$ cat config.mk
export PLATFORM = sky130hd
export DESIGN_NAME = ttf_normalize
export DESIGN_NICKNAME = d
export VERILOG_FILES = /design/src/sv/ttf_pkg.sv /design/src/sv/ttf_normalize.sv
export SDC_FILE = /design/constraint.sdc
export NUM_CORES = 2
export LEC_CHECK = 0
export ABC_AREA = 1
export BUFFER_PORTS_ARGS = -buffer_cell sky130_fd_sc_hd__buf_2
export CORE_MARGIN = 4
export CORE_UTILIZATION = 35
export CTS_BUF_LIST = sky130_fd_sc_hd__clkbuf_2 sky130_fd_sc_hd__clkbuf_4 sky130_fd_sc_hd__clkbuf_8
export DETAILED_ROUTE_END_ITERATION = 8
export HOLD_SLACK_MARGIN = 0.1
export SKIP_LAST_GASP = 1
export SLEW_MARGIN = 20
export SYNTH_ARGS = -nofsm -noshare
export SYNTH_HDL_FRONTEND = slang
export SYNTH_SLANG_ARGS = --single-unit
$ cat constraint.sdc
create_clock -name clk -period 12.5 [get_ports clk]
set_input_delay 1.875 -clock clk [delete_from_list [all_inputs] [get_ports clk]]
set_output_delay 1.875 -clock clk [all_outputs]
set_load 0.03 [all_outputs]
$ cat src/sv/ttf_pkg.sv
// ----------------------------------------------------------------------------
// ttf_pkg
// Shared widths, types and defaults of the triangle tangent frame block.
// ----------------------------------------------------------------------------
package ttf_pkg;

  localparam int COORD_W           = 32;  // input coordinates
  localparam int DIFF_W            = 33;  // edge and texture deltas
  localparam int PROD_W            = 66;  // one delta product
  localparam int VEC_W             = 67;  // difference of two products
  localparam int OUT_W             = 16;  // output component
  localparam int OUT_FRAC_BITS_DEF = 14;
  localparam int SCALE_W           = 31;  // scaled magnitude lands in [2^30, 2^31)
  localparam int SUM_W             = 64;  // sum of squares
  localparam int ROOT_W            = 32;  // integer square root
  localparam int SAT_MAX           = 32767;
  localparam int NUM_PAIRS         = 7;   // det, three tangent, three bitangent

  typedef logic signed [COORD_W-1:0] coord_t;
  typedef logic signed [VEC_W-1:0]   vec_t;
  typedef logic signed [OUT_W-1:0]   comp_t;

endpackage

$ cat src/sv/ttf_normalize.sv
// ----------------------------------------------------------------------------
// ttf_normalize
// Iterative unit-length normalization of one wide signed 3-vector.
// ----------------------------------------------------------------------------
module ttf_normalize #(
  parameter int OUT_FRAC_BITS = ttf_pkg::OUT_FRAC_BITS_DEF
) (
  input  logic           clk,
  input  logic           rst_n,
  input  logic           start,
  input  ttf_pkg::vec_t  vec_in [3],
  output logic           done,
  output ttf_pkg::comp_t res_out [3]
);
  import ttf_pkg::*;

  localparam int NUM_W  = SCALE_W + OUT_FRAC_BITS + 1;
  localparam int DCNT_W = $clog2(NUM_W + 1);

  typedef enum logic [2:0] {
    S_IDLE, S_SCALE, S_SQ, S_ROOT, S_LOAD, S_DIV, S_STORE
  } state_t;

  state_t               state_r;
  logic                 done_r;
  logic                 sgn_r [3];
  logic [VEC_W-1:0]     mag_r [3];
  logic [1:0]           idx_r;
  logic [2*SCALE_W-1:0] sq_r;
  logic [SUM_W-1:0]     sum_r;
  logic [SUM_W-1:0]     rem_r;
  logic [SUM_W-1:0]     root_r;
  logic [SUM_W-1:0]     bit_r;
  logic [NUM_W-1:0]     num_r;
  logic [NUM_W-1:0]     quo_r;
  logic [ROOT_W-1:0]    drem_r;
  logic [DCNT_W-1:0]    dcnt_r;
  comp_t                res_r [3];

  logic [VEC_W-1:0]   mag_or;
  logic [SCALE_W-1:0] sel_mag;
  logic               sel_sgn;
  logic [SUM_W-1:0]   root_try;
  logic               root_ge;
  logic [ROOT_W-1:0]  root_n;
  logic [ROOT_W:0]    div_try;
  logic               div_ge;
  logic [ROOT_W:0]    div_sub;
  logic [OUT_W-1:0]   q_mag;

  // OR of all three magnitudes: its leading bit is that of the largest
  assign mag_or = mag_r[0] | mag_r[1] | mag_r[2];

  // component select for squaring and division
  always_comb begin
    unique case (idx_r)
      2'd0:    begin sel_mag = mag_r[0][SCALE_W-1:0]; sel_sgn = sgn_r[0]; end
      2'd1:    begin sel_mag = mag_r[1][SCALE_W-1:0]; sel_sgn = sgn_r[1]; end
      2'd2:    begin sel_mag = mag_r[2][SCALE_W-1:0]; sel_sgn = sgn_r[2]; end
      default: begin sel_mag = '0;                    sel_sgn = 1'b0;     end
    endcase
  end

  // square root step
  assign root_try = root_r + bit_r;
  assign root_ge  = (rem_r >= root_try);
  assign root_n   = root_r[ROOT_W-1:0];

  // restoring divide step
  assign div_try = {drem_r, num_r[NUM_W-1]};
  assign div_ge  = (div_try >= {1'b0, root_n});
  assign div_sub = div_try - {1'b0, root_n};

  // saturate quotient
  assign q_mag = (quo_r > NUM_W'(SAT_MAX)) ? OUT_W'(SAT_MAX) : quo_r[OUT_W-1:0];

  // sequencer
  always_ff @(posedge clk) begin
    if (!rst_n) begin
      state_r <= S_IDLE;
      done_r  <= 1'b0;
    end else begin
      unique case (state_r)
        S_IDLE: begin
          done_r <= 1'b0;
          if (start) begin
            for (int i = 0; i < 3; i++) begin
              sgn_r[i] <= vec_in[i][VEC_W-1];
              mag_r[i] <= vec_in[i][VEC_W-1] ? VEC_W'(-vec_in[i]) : VEC_W'(vec_in[i]);
            end
            state_r <= S_SCALE;
          end
        end
        // one bit of shift per cycle until the largest lands in [2^30, 2^31)
        S_SCALE: begin
          if (|mag_or[VEC_W-1:SCALE_W]) begin
            for (int i = 0; i < 3; i++) mag_r[i] <= mag_r[i] >> 1;
          end else if (!mag_or[SCALE_W-1]) begin
            for (int i = 0; i < 3; i++) mag_r[i] <= mag_r[i] << 1;
          end else begin
            idx_r   <= '0;
            sum_r   <= '0;
            state_r <= S_SQ;
          end
        end
        // square into a register, then accumulate it in the following cycle
        S_SQ: begin
          sq_r <= sel_mag * sel_mag;
          if (idx_r != 2'd0) sum_r <= sum_r + SUM_W'(sq_r);
          if (idx_r == 2'd3) begin
            rem_r   <= sum_r + SUM_W'(sq_r);
            root_r  <= '0;
            bit_r   <= SUM_W'(1) << (SUM_W - 2);
            state_r <= S_ROOT;
          end else begin
            idx_r <= idx_r + 2'd1;
          end
        end
        // two bits of the radicand per cycle
        S_ROOT: begin
          if (root_ge) begin
            rem_r  <= rem_r - root_try;
            root_r <= (root_r >> 1) + bit_r;
          end else begin
            root_r <= root_r >> 1;
          end
          bit_r <= bit_r >> 2;
          if (bit_r[0]) begin
            idx_r   <= '0;
            state_r <= S_LOAD;
          end
        end
        // rounded numerator for one component
        S_LOAD: begin
          num_r   <= NUM_W'({sel_mag, {OUT_FRAC_BITS{1'b0}}}) + NUM_W'(root_n >> 1);
          quo_r   <= '0;
          drem_r  <= '0;
          dcnt_r  <= '0;
          state_r <= S_DIV;
        end
        // one quotient bit per cycle
        S_DIV: begin
          drem_r <= div_ge ? div_sub[ROOT_W-1:0] : div_try[ROOT_W-1:0];
          quo_r  <= {quo_r[NUM_W-2:0], div_ge};
          num_r  <= num_r << 1;
          dcnt_r <= dcnt_r + DCNT_W'(1);
          if (dcnt_r == DCNT_W'(NUM_W - 1)) state_r <= S_STORE;
        end
        S_STORE: begin
          res_r[idx_r] <= sel_sgn ? comp_t'(-q_mag) : comp_t'(q_mag);
          if (idx_r == 2'd2) begin
            done_r  <= 1'b1;
            state_r <= S_IDLE;
          end else begin
            idx_r   <= idx_r + 2'd1;
            state_r <= S_LOAD;
          end
        end
        default: state_r <= S_IDLE;
      endcase
    end
  end

  assign done    = done_r;
  assign res_out = res_r;

endmodule

======== Yosys cells after proc, flatten, opt, wreduce, memory -nomap -nowiden ========
Memory sizes are Yosys's and may differ from the RTL's.
Cells that the tools add are included.
operators by class
  $add $sub $neg .......................... 12
  $mul .................................... 1
  $lt $le $gt $ge ......................... 5
  equal/unequal tests ..................... 21
  mux-type cells .......................... 62
  bitwise logic cells ..................... 9
  reductions and logical operators ........ 19
operators with widths
  cell                                                                     count
  67-bit 2-to-1 mux                                                        9
  64-bit 2-to-1 mux                                                        8
  64-bit one-hot mux with 2 select lines                                   4
  67-bit negator                                                           3
  46-bit one-hot mux with 2 select lines                                   2
  67-bit bitwise OR                                                        2
  31-bit one-hot mux with 3 select lines                                   1
  63-bit by 64-bit adder with 64-bit output                                1
  64-bit by 62-bit adder with 64-bit output                                1
  64-bit adder                                                             1
  64-bit >= comparator                                                     1
  32-bit one-hot mux with 2 select lines                                   1
  64-bit subtractor                                                        1
  31-bit by 31-bit multiplier with 62-bit output                           1
  48-bit bitwise mux                                                       1
  16-bit 2-to-1 mux                                                        3
  45-bit by 31-bit adder with 46-bit output                                1
  46-bit by 15-bit > comparator with 1-bit output (second input constant)  1
  36-bit OR reduction                                                      1
  33-bit by 32-bit >= comparator with 1-bit output                         1
  16-bit demux with 2-bit select                                           1
  32-bit 2-to-1 mux                                                        1
  32-bit subtractor                                                        1
  2-bit != test (second input constant)                                    11
  other kinds (32)                                                         71
storage, ports and cells
  register bits after elaboration ......... 502
  memory bits (writable) .................. 204
  bits of input ports ..................... 204
  output and inout bits ................... 49
  memories ................................ 2
memories
  name   depth  width  rd ports  clocked after Yosys merged registers in  write ports  line                 text
  mag_r  3      67     3         0                                        3            ttf_normalize.sv:27  logic [VEC_W-1:0] mag_r [3];
  sgn_r  3      1      3         0                                        3            ttf_normalize.sv:26  logic sgn_r [3];

======== Logic depth before layout (Yosys ltp) ========
  depth in word-level cells ............... 9
  depth in mapped cells ................... 39
  depth with buffers taken out ............ 35

======== Least setup slack after synthesis ========
No wires, ideal clock.
  path kind ............................... in2reg
  start ................................... input port rst_n
  end ..................................... register dcnt_r[0] (enable)
  data arrival time ....................... 11,390 ps
  data required time ...................... 11,721 ps
  path slack .............................. 331 ps
  cell stages on the path ................. 4
  path through ............................ clkbuf_1 > clkbuf_1 > inv_1 > nor3_1
between the ends
  longest elaborated chain between the ends .. 1
ends and longest elaborated chain
  item                           line                  text
  from (decl)                    ttf_normalize.sv:9    input logic rst_n,
  2-bit AND reduction (no line)  --
  to (signal assigned)           ttf_normalize.sv:146  dcnt_r <= dcnt_r + DCNT_W'(1);
  to (decl)                      ttf_normalize.sv:37   logic [DCNT_W-1:0] dcnt_r;
No other way between the ends.
A chain may end at the register's enable or synchronous reset.

======== Worst setup path after layout ========
  start ................................... register idx_r[0]
  end ..................................... register sq_r[60] (data pin)
between the ends
  longest elaborated chain between the ends .. 3
ends and longest elaborated chain
  item                                                line                  text
  from (decl)                                         ttf_normalize.sv:28   logic [1:0] idx_r;
  from (signal assigned)                              ttf_normalize.sv:116  idx_r <= idx_r + 2'd1;
  from (signal assigned)                              ttf_normalize.sv:155  idx_r <= idx_r + 2'd1;
  2-bit == test (tied with other cells)               ttf_normalize.sv:56   unique case (idx_r)
  31-bit one-hot mux with 3 select lines (*)          ttf_normalize.sv:56
  31-bit by 31-bit multiplier with 62-bit output (*)  ttf_normalize.sv:108  sq_r <= sel_mag * sel_mag;
  to (signal assigned)                                ttf_normalize.sv:108
  to (decl)                                           ttf_normalize.sv:29   logic [2*SCALE_W-1:0] sq_r;
Mark *: on every way between the ends. The rest lies on a longest branch, timed or not.

==> flow_metrics.tcl <==
set metrics [dict create \
    syn_nets 14100 \
    final_hold_viol_count 0 \
    cap_violations 0 \
    cts_buffers 136 \
    n_fill_cell 27000 \
    yosys-top-cells-count "nand2_1 (3483), inv_1 (2460), nor2_1 (1787), fa_1 (754), nand3_1 (740)" \
    synth_seq_cells 673 \
    stdcell_area_um2 95400 \
    drive_gt1_share_pct 5.10 \
    firstDrtPassIters 9 \
    synth_top_cells_by_area "edfxtp_1 (23%), fa_1 (17%), nand2_1 (15%)" \
    setup_viol 0 \
    postSynth.asyncResetShare_pct 0 \
    nets 14300 \
    final_util_pct 38.3 \
    grt_pass1_vias 79900 \
    root_buffer "clkbuf_8" \
    cts_setup_buffers 0 \
    synth-adder-area-share_pct 24.5 \
    ant_nets 0 \
    worst_path_max_delay_cell "o221ai_2" \
    cts_hold_buf 0 \
    worst_pin_slew_ns 1.17 \
    status "completed" \
    seq_area_frac_synth_pct 23.0 \
    synth_top_area_share_pct 22.9 \
    die_width_um 509 \
    synth_top_family_by_area "simple AND/OR/NAND/NOR gates" \
    finalCriticalPeriod_ns 10.11 \
    rsz0062_at_grt "no" \
    clock-sinks 673 \
    rows 183 \
    place.gp.congestion 1.01 \
    path_common_cell "fa_1" \
    fmax_mhz 98.9 \
    design.die.area_um2 259000 \
    relSlewSlack_pct 21.6 \
    hold_class "register to register" \
    synth_cell_types 56 \
    vias_per_cell 5.12 \
    antenna_found_initial 29 \
    timing.setup.tns_ns 0 \
    htreeDepth 4 \
    coreArea_um2 249000 \
    dp_hpwl_mm 281 \
    area_delta_synth_final_pct 8.73 \
    wl_per_cell_um 21.3 \
    place_area_um2 92500 \
    grt.total_usage_pct 26.3 \
    synthMuxAreaShare_pct 0 \
    dp_cells 16000 \
    finalClockSkew_ns 0.0614 \
    start_util_pct 35.2 \
    fin_cells 16300 \
    arrival_ns 10.75 \
    cts_resized 0 \
    netlist_instances 12600 \
    clkLatencyLatePin_ns 0.94 \
    drt_iter0_drc 9093 \
    synth_compound_area_share_pct 6.51 \
    io_buffers 252 \
    max_stage_delay_ns 0.74 \
    grt_max_degree 187 \
    die_h_um 509 \
    critical_path_peak_fanout 18 \
    crit_type "register to register" \
    critPathCaptureType "register" \
    cp.required_ns 13.14 \
    drt-total-wl_mm 346 \
    start_kind "register" \
    synth-xor-area-share_pct 3.38 \
    syn-cell-area_um2 87800 \
    slew_viol_final 0 \
    synth_most_common_cell "nand2_1" \
    synth_flop_cell "edfxtp_1" \
    period_share_pct 80.9 \
    grt_first_pass_wirelength_mm 512 \
    drc 0 \
    ys_warn_count 0 \
    grt-ovfl-total 0 \
    io_pins 253 \
    yosys.area_share.simple_pct 30.3 \
    clkSlewWorstSetupHoldPaths_ns 0.06 \
    cts.path.max_buffers 3 \
    cts_tree "yes" \
    synth.avg_cell_area_um2 6.95 \
    via_count 83300 \
    synth_edf_count 669 \
    synth_largest_area_cell "edfxtp_1" \
]
stage by stage:
step / hold WS (ns) / setup WS [ns]
2_1_floorplan: 0.487 / 0.331
3_5_place_dp: 0.509 / 2.47
4_1_cts: 0.523 / 2.49
6_report: 0.519 / 2.39
3_3_place_gp: 0.500 / 2.04
5_1_grt: 0.537 / 1.92
path summary, 6_finish.rpt:
kind                   from         to  slack (ns)  cells past startpoint
setup / recovery   idx_r[0]   sq_r[60]        2.39                     29
setup reg to reg   idx_r[0]   sq_r[60]        2.39                     29
hold reg to reg   num_r[16]  num_r[17]        0.52                      2
hold / removal    num_r[16]  num_r[17]        0.52                      2
flip-flops by register name (all words and copies together), names as in the netlist, 32 cells and up:
register  count
drem_r       32
bit_r        32
quo_r        46
mag_r       201
res_out      48
root_r       64
num_r        46
rem_r        64
sq_r         61
sum_r        64
worst max-delay path, delay by kind of cell, from the launching register on:
kind / cells / cell delay (ns)
buf+inv: 8 / 1.20
fa+ha+maj: 10 / 5.04
flops: 1 / 0.46
simple gates: 9 / 1.72
compound gates: 2 / 1.35
logic make-up (layout without fill, tap and decap cells):
logic type,after synthesis,after routing
AND/OR/NAND/NOR,6505,6505
AO/OA/AOI/OAI,1059,1059
other,0,16
flip-flops,673,673
XOR/XNOR,339,339
buffers and inverters,2786,3079
adder cells (fa/ha/maj),1265,1265
cell type report:
type | instances | area (µm²) | share of cell area [%]
clock buffers | 170 | 2130 | 2.23
multi-input cells | 9168 | 56900 | 59.6
clock inverters | 77 | 667 | 0.699
inverters | 2489 | 9350 | 9.80
well taps | 3330 | 4170 | 4.37
flip-flops and latches | 673 | 20200 | 21.1
diodes | 16 | 40.0 | 0.0420
repair buffers | 343 | 2010 | 2.11
layer usage:
metal | track usage, % | share of wire, % | vias up
met5 | 0 | 0.043 | -
met4 | 7.17 | 2.9 | 20
met3 | 6.28 | 10 | 507
met2 | 38.7 | 42 | 3554
met1 | 38.3 | 45 | 39600
li1 | - | - | 39600
placed cells by master, fill, tap and decap left out, drive strengths merged, types with 6 or more instances in the layout:
cell    Yosys  final
nand3     748    748
o21bai     58     58
nand2    3500   3500
nand4     239    239
and2       10     10
xnor2     102    102
diode       0     16
ha        511    511
nor2     1801   1801
buf       179    343
a21boi      7      7
nand3b     66     66
clkbuf    118    170
nor4       13     13
xor2      237    237
fa        754    754
edfxtp    669    669
inv      2479   2489
a21oi     452    452
clkinv     10     68
o221ai     16     16
a31oi      13     13
nor3      100    100
o21a        8      8
bufinv      0      6
a21o       11     11
or2        16     16
o21ai     479    479
Power is left out: the tool's default activity adds up to more than one toggle a clock period on the data nets, which glitch-free logic cannot reach.
